--- src/btint_pkg.sv ---
// ----------------------------------------------------------------------------
// btint_pkg
// Shared types and codes for the breakpoint table interpolator: item
// operation codes, the command record that travels from front to back,
// register indexes and the state types of the sequencers.
// ----------------------------------------------------------------------------
package btint_pkg;

	// Operation codes carried by the op field of an input item.
	localparam logic [2:0] OP_WR_X    = 3'd0;
	localparam logic [2:0] OP_WR_Y    = 3'd1;
	localparam logic [2:0] OP_WR_GRID = 3'd2;
	localparam logic [2:0] OP_LUT_1D  = 3'd3;
	localparam logic [2:0] OP_LUT_2D  = 3'd4;

	// Register indexes on the configuration port (byte address bit 2).
	localparam logic REG_X_COUNT = 1'b0;
	localparam logic REG_Y_COUNT = 1'b1;

	// Command queue geometry.
	localparam int CMDQ_DEPTH = 2;
	localparam int CMDQ_PW    = 1;

	typedef enum logic [2:0] {
		CMD_WR_X,
		CMD_WR_Y,
		CMD_WR_GRID,
		CMD_LUT_1D,
		CMD_LUT_2D
	} cmd_kind_t;

	// For writes data is the value to store; for lookups it is the x query.
	typedef struct packed {
		cmd_kind_t          kind;
		logic [3:0]         row;
		logic [3:0]         col;
		logic signed [31:0] data;
		logic signed [31:0] qy;
	} cmd_t;

	// Where a query lies along the x axis.
	typedef enum logic [1:0] {
		CLS_LOW,
		CLS_HIGH,
		CLS_MID
	} cls_t;

	typedef enum logic [3:0] {
		ST_IDLE,
		ST_END_RD,
		ST_CLASSIFY,
		ST_SRCH,
		ST_SCMP,
		ST_BP_RD,
		ST_BP_LATCH,
		ST_GRID_RD,
		ST_GRID_DAT,
		ST_LERP_WAIT,
		ST_FIN
	} back_state_t;

	typedef enum logic [1:0] {
		LS_IDLE,
		LS_MUL,
		LS_DIV,
		LS_DONE
	} lerp_state_t;

	// Request to the interpolation unit.
	typedef struct packed {
		logic               start;
		logic signed [31:0] q;
		logic signed [31:0] q0;
		logic signed [31:0] q1;
		logic signed [31:0] v0;
		logic signed [31:0] v1;
	} lerp_req_t;

endpackage

--- src/btint_front.sv ---
// ----------------------------------------------------------------------------
// btint_front
// Decodes incoming items into commands and drops those with no effect.
// ----------------------------------------------------------------------------
module btint_front #(
	parameter int MAX_X_POINTS = 16,
	parameter int MAX_Y_POINTS = 16
) (
	input  logic                push,
	input  logic [2:0]          op,
	input  logic [3:0]          row,
	input  logic [3:0]          col,
	input  logic signed [31:0]  write_value,
	input  logic signed [31:0]  query_x,
	input  logic signed [31:0]  query_y,
	input  logic                q_full,
	output logic                enq,
	output btint_pkg::cmd_t     cmd
);

	logic keep;
	logic col_ok;
	logic row_ok;

	assign col_ok = 32'(col) < MAX_X_POINTS;
	assign row_ok = 32'(row) < MAX_Y_POINTS;

	// Writes out of range and unused codes change nothing and are dropped here.
	always_comb begin
		cmd.row  = row;
		cmd.col  = col;
		cmd.qy   = query_y;
		cmd.data = query_x;
		cmd.kind = btint_pkg::CMD_LUT_1D;
		keep     = 1'b0;
		case (op)
			btint_pkg::OP_WR_X: begin
				cmd.kind = btint_pkg::CMD_WR_X;
				cmd.data = write_value;
				keep     = col_ok;
			end
			btint_pkg::OP_WR_Y: begin
				cmd.kind = btint_pkg::CMD_WR_Y;
				cmd.data = write_value;
				keep     = row_ok;
			end
			btint_pkg::OP_WR_GRID: begin
				cmd.kind = btint_pkg::CMD_WR_GRID;
				cmd.data = write_value;
				keep     = col_ok && row_ok;
			end
			btint_pkg::OP_LUT_1D: begin
				cmd.kind = btint_pkg::CMD_LUT_1D;
				keep     = 1'b1;
			end
			btint_pkg::OP_LUT_2D: begin
				cmd.kind = btint_pkg::CMD_LUT_2D;
				keep     = 1'b1;
			end
			default: begin
				keep = 1'b0;
			end
		endcase
	end

	assign enq = push && !q_full && keep;

endmodule

--- config.mk ---
export PLATFORM = sky130hd
export DESIGN_NAME = btint_front
export DESIGN_NICKNAME = d
export VERILOG_FILES = /design/src/btint_pkg.sv /design/src/btint_front.sv
export SDC_FILE = /design/constraint.sdc
export NUM_CORES = 1
export LEC_CHECK = 0
export CAP_MARGIN = 10
export CORE_AREA = 2 2 72 74
export DETAILED_ROUTE_END_ITERATION = 7
export DIE_AREA = 0 0 74 76
export DONT_BUFFER_PORTS = 1
export SETUP_SLACK_MARGIN = 0.4
export SYNTH_ARGS = -nofsm -noshare
export SYNTH_HDL_FRONTEND = slang
export SYNTH_SLANG_ARGS = --single-unit
--- constraint.sdc ---
create_clock -name vclk -period 1.2
set_input_delay 0.18 -clock vclk [all_inputs]
set_output_delay 0.18 -clock vclk [all_outputs]
set_load 0.01 [all_outputs]
==> flow_metrics.py <==
metrics = {
    "run_status": {
        "status": "finished clean",
    },
    "global_routing": {
        "use_met2_pct": 9.82,
        "use_met1_pct": 4.72,
        "grt.overflow.total": 0,
        "busiest_layer": "met2",
        "grt_pass1_wl_mm": 2.39,
        "grt_pass1_vias": 391,
        "grt_use_total_pct": 5.53,
        "antenna_found_initial": 0,
        "grt_util_met3_pct": 1.72,
        "grt_max_degree": 17,
    },
    "sta": {
        "rsz0062_at_grt": "true",
        "fmax_mhz": 864,
        "maxSlewHeadroom_pct": 75.6,
        "final.min_clock_period_ns": 1.16,
        "worst_pin_slew_ns": 0.365,
        "hold_viol": 0,
        "period_share_pct": 96.5,
        "setup_violations": 0,
        "hold_ws_ns": 0.360,
        "slew_viol_final": 0,
    },
    "finish": {
        "nClkBuffers": 0,
        "layout.cells.non_filler": 112,
        "drive_above_1_share_pct": 92.9,
        "final_util_pct": 14.5,
        "seq_cell_count": 0,
        "regArea_um2": 0,
        "nets": 153,
        "multi_input_area_um2": 528,
        "fillers": 538,
        "antennaDiodeCount": 0,
        "final_area_um2": 711,
        "synthToLayoutAreaGrowth_pct": -17.6,
    },
    "worst_hold_path": {
        "hold_class": "input port to output port",
        "hold_start": "query_y[11]",
    },
    "routing": {
        "routedWlPerCell_um": 17.8,
        "drc_errors": 0,
        "totalWireLength_mm": 1.99,
        "drt-initial-drc-count": 2,
        "drt-pass1-iter-count": 2,
        "vias": 436,
        "routed_via_density": 3.89,
        "ant_nets": 0,
    },
    "logic_synthesis": {
        "synthMuxAreaShare_pct": 54.9,
        "synth_compound_area_share_pct": 4.50,
        "synth.cell_area_um2": 862,
        "ys_types": 9,
        "synth_adder_area_share_pct": 0,
        "synth_xor_area_share_pct": 0,
        "yosysWarnings": 0,
        "synth_top_family_by_area": "multiplexers",
        "syn_avg_cell_area_um2": 10.6,
        "synth-simple-area-share_pct": 1.89,
        "synthesis.nets": 190,
        "seq_area_frac_synth_pct": 0,
        "synthCells": 81,
    },
    "setup_path": {
        "worst-path-max-fanout": 8,
        "startpoint_type": "input port",
        "cp_slowest_cell": "mux2_4",
        "end_kind": "output port",
        "startpoint": "op[1]",
        "critPathTopFamily": "multiplexers",
        "crit_required_ns": 1.02,
        "worstPathArrival_ns": 0.98,
        "worstSetupPathType": "input port to output port",
        "path_cells": "a21oi_4 -> buf_12 -> buf_16 -> mux2_4",
        "critPathMaxStageDelay_ns": 0.32,
        "crit_buf_inv": 2,
    },
    "die": {
        "pin_count": 185,
        "start_util_pct": 17.5,
        "rows": 26,
        "die_width_um": 74,
        "die_y_um": 76,
        "die_area_mm2": 0.00562,
        "fp.coreArea_mm2": 0.00491,
    },
    "run": {
        "cap_violations": 0,
    },
    "place": {
        "io_buffers": 0,
        "post_dp_cell_area_um2": 636,
        "gp_congestion": 0.569,
        "place_inst": 109,
    },
    "power": {
        "peakVddDrop_mv": 0.0921,
        "total_leakage_power_uw": 0.000309,
        "power_density_mw_per_mm2": 455,
    },
    "clocking": {
        "cts_hold_buffers": 0,
    },
}
## placed cells by master (no fill, tap or decap), drive strengths merged
cell type and count:
nor3b 1, mux2 32, a21o 2, a21oi 1
o21ai 1, buf 4, and3b 1
## routing by layer
metal  share of wire [%]  wire, um  up-vias
met5                   0         0        -
met4                 7.1       142        0
met3                  17       344       32
li1                    -         -      161
met2                  49       987       59
met1                  26       520      184
## timing repair
item	4_1_cts	5_1_grt
setup buffers	1	0
gates resized for setup	2	0
endpoints found under the setup margin	32	32
gates cloned	2	0
## stage by stage
stage | worst slack [ns] | setup TNS [ns] | power [uW]
6_report | 0.0420 | 0 | 323
5_1_grt | 0.00765 | 0 | 347
4_1_cts | 0.0260 | 0 | 332
3_5_place_dp | -0.0110 | -0.0209 | 288
3_3_place_gp | 0.00867 | 0 | 289
2_1_floorplan | 0.127 | 0 | 404
## power breakdown
part           switching, uW  internal (uW)  leakage (uW)  total (uW)
clock network              0              0             0           0
registers                  0              0             0           0
logic                    135            188      0.000309         323
total                    135            188      0.000309         323
## Yosys cell counts
library cell | n | share of area [%]
a21o_2 | 2 | 2.0
nor3b_1 | 1 | 0.87
and3b_1 | 1 | 1.0
mux2_2 | 2 | 2.6
buf_4 | 40 | 35
buf_6 | 3 | 3.9
a21oi_4 | 1 | 1.9
mux2_4 | 30 | 52
o21ai_0 | 1 | 0.58
## cell families after synthesis
family                 after synthesis
multiplexers                        32
AO/OA/AOI/OAI                        4
AND/OR/NAND/NOR                      2
buffers and inverters               43
## cell type report
class                      instances  share of cell area, %
timing repair buffer               4                   13.4
multi-input combinational         38                   74.3
tap                               70                   12.3
## final timing paths
path / endpoint / slack, ns / cells past startpoint
min: cmd[11] / 0.36 / 0
max: cmd[37] / 0.04 / 4
Note: power is estimated with default switching activity, not from simulation.
