## src/btint_pkg.sv

```systemverilog
// ----------------------------------------------------------------------------
// btint_pkg
// Shared types and codes for the breakpoint table interpolator: item
// operation codes, the command record that travels from front to back,
// register indexes and the state types of the sequencers.
// ----------------------------------------------------------------------------
package btint_pkg;

	// Operation codes carried by the op field of an input item.
	localparam logic [2:0] OP_WR_X    = 3'd0;
	localparam logic [2:0] OP_WR_Y    = 3'd1;
	localparam logic [2:0] OP_WR_GRID = 3'd2;
	localparam logic [2:0] OP_LUT_1D  = 3'd3;
	localparam logic [2:0] OP_LUT_2D  = 3'd4;

	// Register indexes on the configuration port (byte address bit 2).
	localparam logic REG_X_COUNT = 1'b0;
	localparam logic REG_Y_COUNT = 1'b1;

	// Command queue geometry.
	localparam int CMDQ_DEPTH = 2;
	localparam int CMDQ_PW    = 1;

	typedef enum logic [2:0] {
		CMD_WR_X,
		CMD_WR_Y,
		CMD_WR_GRID,
		CMD_LUT_1D,
		CMD_LUT_2D
	} cmd_kind_t;

	// For writes data is the value to store; for lookups it is the x query.
	typedef struct packed {
		cmd_kind_t          kind;
		logic [3:0]         row;
		logic [3:0]         col;
		logic signed [31:0] data;
		logic signed [31:0] qy;
	} cmd_t;

	// Where a query lies along the x axis.
	typedef enum logic [1:0] {
		CLS_LOW,
		CLS_HIGH,
		CLS_MID
	} cls_t;

	typedef enum logic [3:0] {
		ST_IDLE,
		ST_END_RD,
		ST_CLASSIFY,
		ST_SRCH,
		ST_SCMP,
		ST_BP_RD,
		ST_BP_LATCH,
		ST_GRID_RD,
		ST_GRID_DAT,
		ST_LERP_WAIT,
		ST_FIN
	} back_state_t;

	typedef enum logic [1:0] {
		LS_IDLE,
		LS_MUL,
		LS_DIV,
		LS_DONE
	} lerp_state_t;

	// Request to the interpolation unit.
	typedef struct packed {
		logic               start;
		logic signed [31:0] q;
		logic signed [31:0] q0;
		logic signed [31:0] q1;
		logic signed [31:0] v0;
		logic signed [31:0] v1;
	} lerp_req_t;

endpackage

```

## src/btint_cmdq.sv

```systemverilog
// ----------------------------------------------------------------------------
// btint_cmdq
// Short command queue between the front and the back.
// ----------------------------------------------------------------------------
module btint_cmdq (
	input  logic            clk,
	input  logic            arst_n,
	input  logic            enq,
	input  btint_pkg::cmd_t din,
	input  logic            deq,
	output btint_pkg::cmd_t dout,
	output logic            full,
	output logic            empty
);

	localparam int CW = $clog2(btint_pkg::CMDQ_DEPTH + 1);

	btint_pkg::cmd_t                 slot_q [btint_pkg::CMDQ_DEPTH];
	logic [btint_pkg::CMDQ_PW-1:0]   wptr_q;
	logic [btint_pkg::CMDQ_PW-1:0]   rptr_q;
	logic [CW-1:0]                   cnt_q;
	logic                            do_enq;
	logic                            do_deq;

	assign full   = cnt_q == CW'(btint_pkg::CMDQ_DEPTH);
	assign empty  = cnt_q == '0;
	assign do_enq = enq && !full;
	assign do_deq = deq && !empty;
	assign dout   = slot_q[rptr_q];

	always_ff @(posedge clk or negedge arst_n) begin
		if (!arst_n) begin
			wptr_q <= '0;
			rptr_q <= '0;
			cnt_q  <= '0;
		end else begin
			if (do_enq) begin
				wptr_q <= wptr_q + 1'b1;
			end
			if (do_deq) begin
				rptr_q <= rptr_q + 1'b1;
			end
			if (do_enq && !do_deq) begin
				cnt_q <= cnt_q + 1'b1;
			end else if (do_deq && !do_enq) begin
				cnt_q <= cnt_q - 1'b1;
			end
		end
	end

	always_ff @(posedge clk) begin
		if (do_enq) begin
			slot_q[wptr_q] <= din;
		end
	end

endmodule

```

## config.mk

```make
export PLATFORM = sky130hd
export DESIGN_NAME = btint_cmdq
export DESIGN_NICKNAME = d
export VERILOG_FILES = /design/src/btint_pkg.sv /design/src/btint_cmdq.sv
export SDC_FILE = /design/constraint.sdc
export NUM_CORES = 1
export LEC_CHECK = 0
export BUFFER_PORTS_ARGS = -buffer_cell sky130_fd_sc_hd__buf_4
export CAP_MARGIN = 0
export CORE_ASPECT_RATIO = 0.5
export CORE_MARGIN = 1
export CORE_UTILIZATION = 55
export CTS_BUF_LIST = sky130_fd_sc_hd__clkbuf_16
export CTS_CLUSTER_SIZE = 12
export DETAILED_ROUTE_END_ITERATION = 16
export PLACE_DENSITY = 0.82
export SETUP_SLACK_MARGIN = 0.05
export SLEW_MARGIN = 15
export SYNTH_ARGS = -nofsm -noshare
export SYNTH_HDL_FRONTEND = slang
export SYNTH_SLANG_ARGS = --single-unit
```

## constraint.sdc

```tcl
create_clock -name clk -period 7.6 [get_ports clk]
set_input_delay 2.28 -clock clk [delete_from_list [all_inputs] [get_ports clk]]
set_output_delay 2.28 -clock clk [all_outputs]
set_load 0.05 [all_outputs]
```

==> flow_summary.toml <==
[clocking]
hold_buffers = 0
postCtsSetupRepairBufs = 0
cts_buffer_depth = 2
numClockSinks = 154
cts_tree = "yes"
cts-resized-gates = 0
path_clk_slew_ns = 0.06
cts_buffers = 17
clock-root-buffer = "clkbuf_16"
htree_levels = 4
insertion_delay_ns = 0.41

[logic_synthesis]
synth_common_cells = "edfxtp_1, mux2_4, mux2_2, buf_6, dfrtp_1"
yosysWarnings = 0
synth_area_leaders = "edfxtp_1, mux2_4, mux2_2"
synth.distinct_cells = 16
syn_area_sq_mm = 0.005763
yosysMostFrequentCell = "edfxtp_1"
ys_ff_latch = 154
ys_async_sr_fraction = 0.02597
synth_cells = 252
synth-edff-count = 150
syn-num-nets = 332
ys_dominant_reg_cell = "edfxtp_1"
yosysTopAreaCellShare = 0.7816
yosys.area.top_type = "edfxtp_1"
syn_area_per_cell_sq_um = 22.87
seq_area_frac_synth = 0.7990

[drt]
antenna_left = 0
dr.pass1.iters = 6
vias_per_cell = 5.037
vias = 2861
drt_iter0_markers = 86
drcViolationCount = 0
routedWlPerCell_microns = 17.89
wl_microns = 10160

[final_layout]
num-fill-cells = 522
area_growth_pct = 33.37
nets = 500
fin_cells = 568
diodes = 0
fin_util = 0.7850
fin_area_sq_mm = 0.007686
layout-drive-gt1-share = 0.6120

[floorplan]
coreArea_sq_mm = 0.009791
design.die.area_sq_mm = 0.01092
rows = 25
die_x_microns = 146.8
start_util = 0.5886
pin_count = 156
die_h_microns = 74.38

[worst_setup_path]
worst_path_most_repeated_cell = "buf_4"
crit_path_max_incr_delay_ns = 0.76
arrival_ns = 2.46
path_cells = "buf_4, mux2_2, buf_4"
crit_buf_inv = 2
worstSetupPathType = "reg2out"
cp_max_fo = 54
slowest_stage = "buf_4"
worstSetupEndpointType = "output pin"
path_delay_family = "buffers and inverters"
critPathLaunchType = "flop"
cp.required_ns = 5.32

[sta]
post-route-period-util = 0.6236
period_minus_slack_ns = 4.739
hold_violations = 0
rsz0062_at_grt = "false"
max_freq_mhz = 211.0
tightest_slew_ns = 1.007
setup_viol = 0
fin_hold_ws_ns = 0.5286
tns_ns = 0
slew_headroom = 0.3285
maxSlewViolCount = 0
layout_setup_ws_ns = 2.861
finClkSkew_ns = 0.005672

[placement]
placed_area_sq_mm = 0.007059
pre_cts_ws_ns = 3.290
globalplace.congestion = 0.7235
placed_cells = 536
hpwlAfterDp_microns = 6696
io_buffers = 155

[global_route]
grt_usage = 0.1939
grt_max_degree = 76
grt_pass1_wl_microns = 14970
antenna_found_initial = 0
grt_overflow = 0
grt_pass1_vias = 2990

[outcome]
outcome = "completed"

[power]
pwr-share-seq = 0.342
leakagePower_nw = 3.010
p_comb_frac = 0.419
finalPower_mw = 3.639
netSwitchingPower_mw = 1.390
p_sw_frac = 0.3819
pwr-share-clk = 0.239
intPower_mw = 2.249
ir_drop_mv = 0.4456
powerDensity_mw_per_mm2 = 473.4

[job]
max_cap_violations = 0

[worst_hold_path]
hp-class = "reg2reg"
## path summary, 6_finish.rpt
kind / start / to / slack (ns) / depth (start not counted)
worst max-delay path: rptr_q$_DFFE_PN0P_ / dout[53] / 2.86 / 3
worst min-delay path: cnt_q[1]$_DFFE_PN0P_ / cnt_q[1]$_DFFE_PN0P_ / 0.53 / 1
worst max register to register: cnt_q[0]$_DFFE_PN0P_ / slot_q[0][13]$_DFFE_PP_ / 5.55 / 4
worst min register to register: cnt_q[1]$_DFFE_PN0P_ / cnt_q[1]$_DFFE_PN0P_ / 0.53 / 1
max in group asynchronous: arst_n / rptr_q$_DFFE_PN0P_ / 5.83 / 1
min in group asynchronous: arst_n / cnt_q[0]$_DFFE_PN0P_ / 1.66 / 1
## layout by cell type, fill, tap and decap left out
cell / count
buf_4: 157
edfxtp_1: 150
mux2_4: 40
mux2_2: 35
clkbuf_16: 17
bufinv_16: 4
clkinv_4: 4
clkinvlp_4: 4
inv_1: 3
xnor2_1: 3
dfrtp_1: 3
nor2_1: 2
xor2_1: 2
nand2b_1: 1
nand2_1: 1
o21ai_0: 1
and3_4: 1
nor2_4: 1
ha_1: 1
inv_6: 1
clkinv_1: 1
dfrtp_4: 1
## cell families (layout without fill, tap and decap cells)
kind of cell               count (synthesis)  count (layout)  synth area share
xor gates and xnor gates                   5               5          0.007600
buffers and inverters                     10             191           0.01303
DFF                                      154             154            0.7990
and+or+nand+nor                            6               6          0.004777
AOI/OAI and AO/OA                          1               1         0.0008676
adders and majority gates                  1               1          0.002171
muxes                                     75              75            0.1726
## flip-flops by register name, indices dropped and copies added (netlist names)
| register | flops |
|---|---|
| slot_q | 150 |
| wptr_q | 1 |
| rptr_q | 1 |
| cnt_q | 2 |
## power groups by stage
stage,sequential (mW),clock (mW),combinational [mW]
2_1_floorplan,1.23,0,1.18
3_3_place_gp,1.25,0,1.51
3_5_place_dp,1.26,0,1.53
4_1_cts,1.25,0.885,1.54
5_1_grt,1.26,0.920,1.58
6_report,1.25,0.870,1.52
## cell type report
type	instances	area [sq um]	share of cell area
tap	135	168.9	0.02198
clock inverter	15	201.4	0.02621
timing repair buffer	157	1179	0.1533
inverter	2	7.507	0.0009767
clock buffer	17	425.4	0.05535
multi-input combinational	88	1096	0.1426
sequential	154	4608	0.5995
## layer usage
layer	wire length, microns	GRT usage	share of wire
met3	521	0.06074	0.051
met1	3863	0.2024	0.38
met4	177	0.09954	0.017
met2	5600	0.3649	0.55
met5	0	0	0
Note: power is estimated with default switching activity, not from simulation.
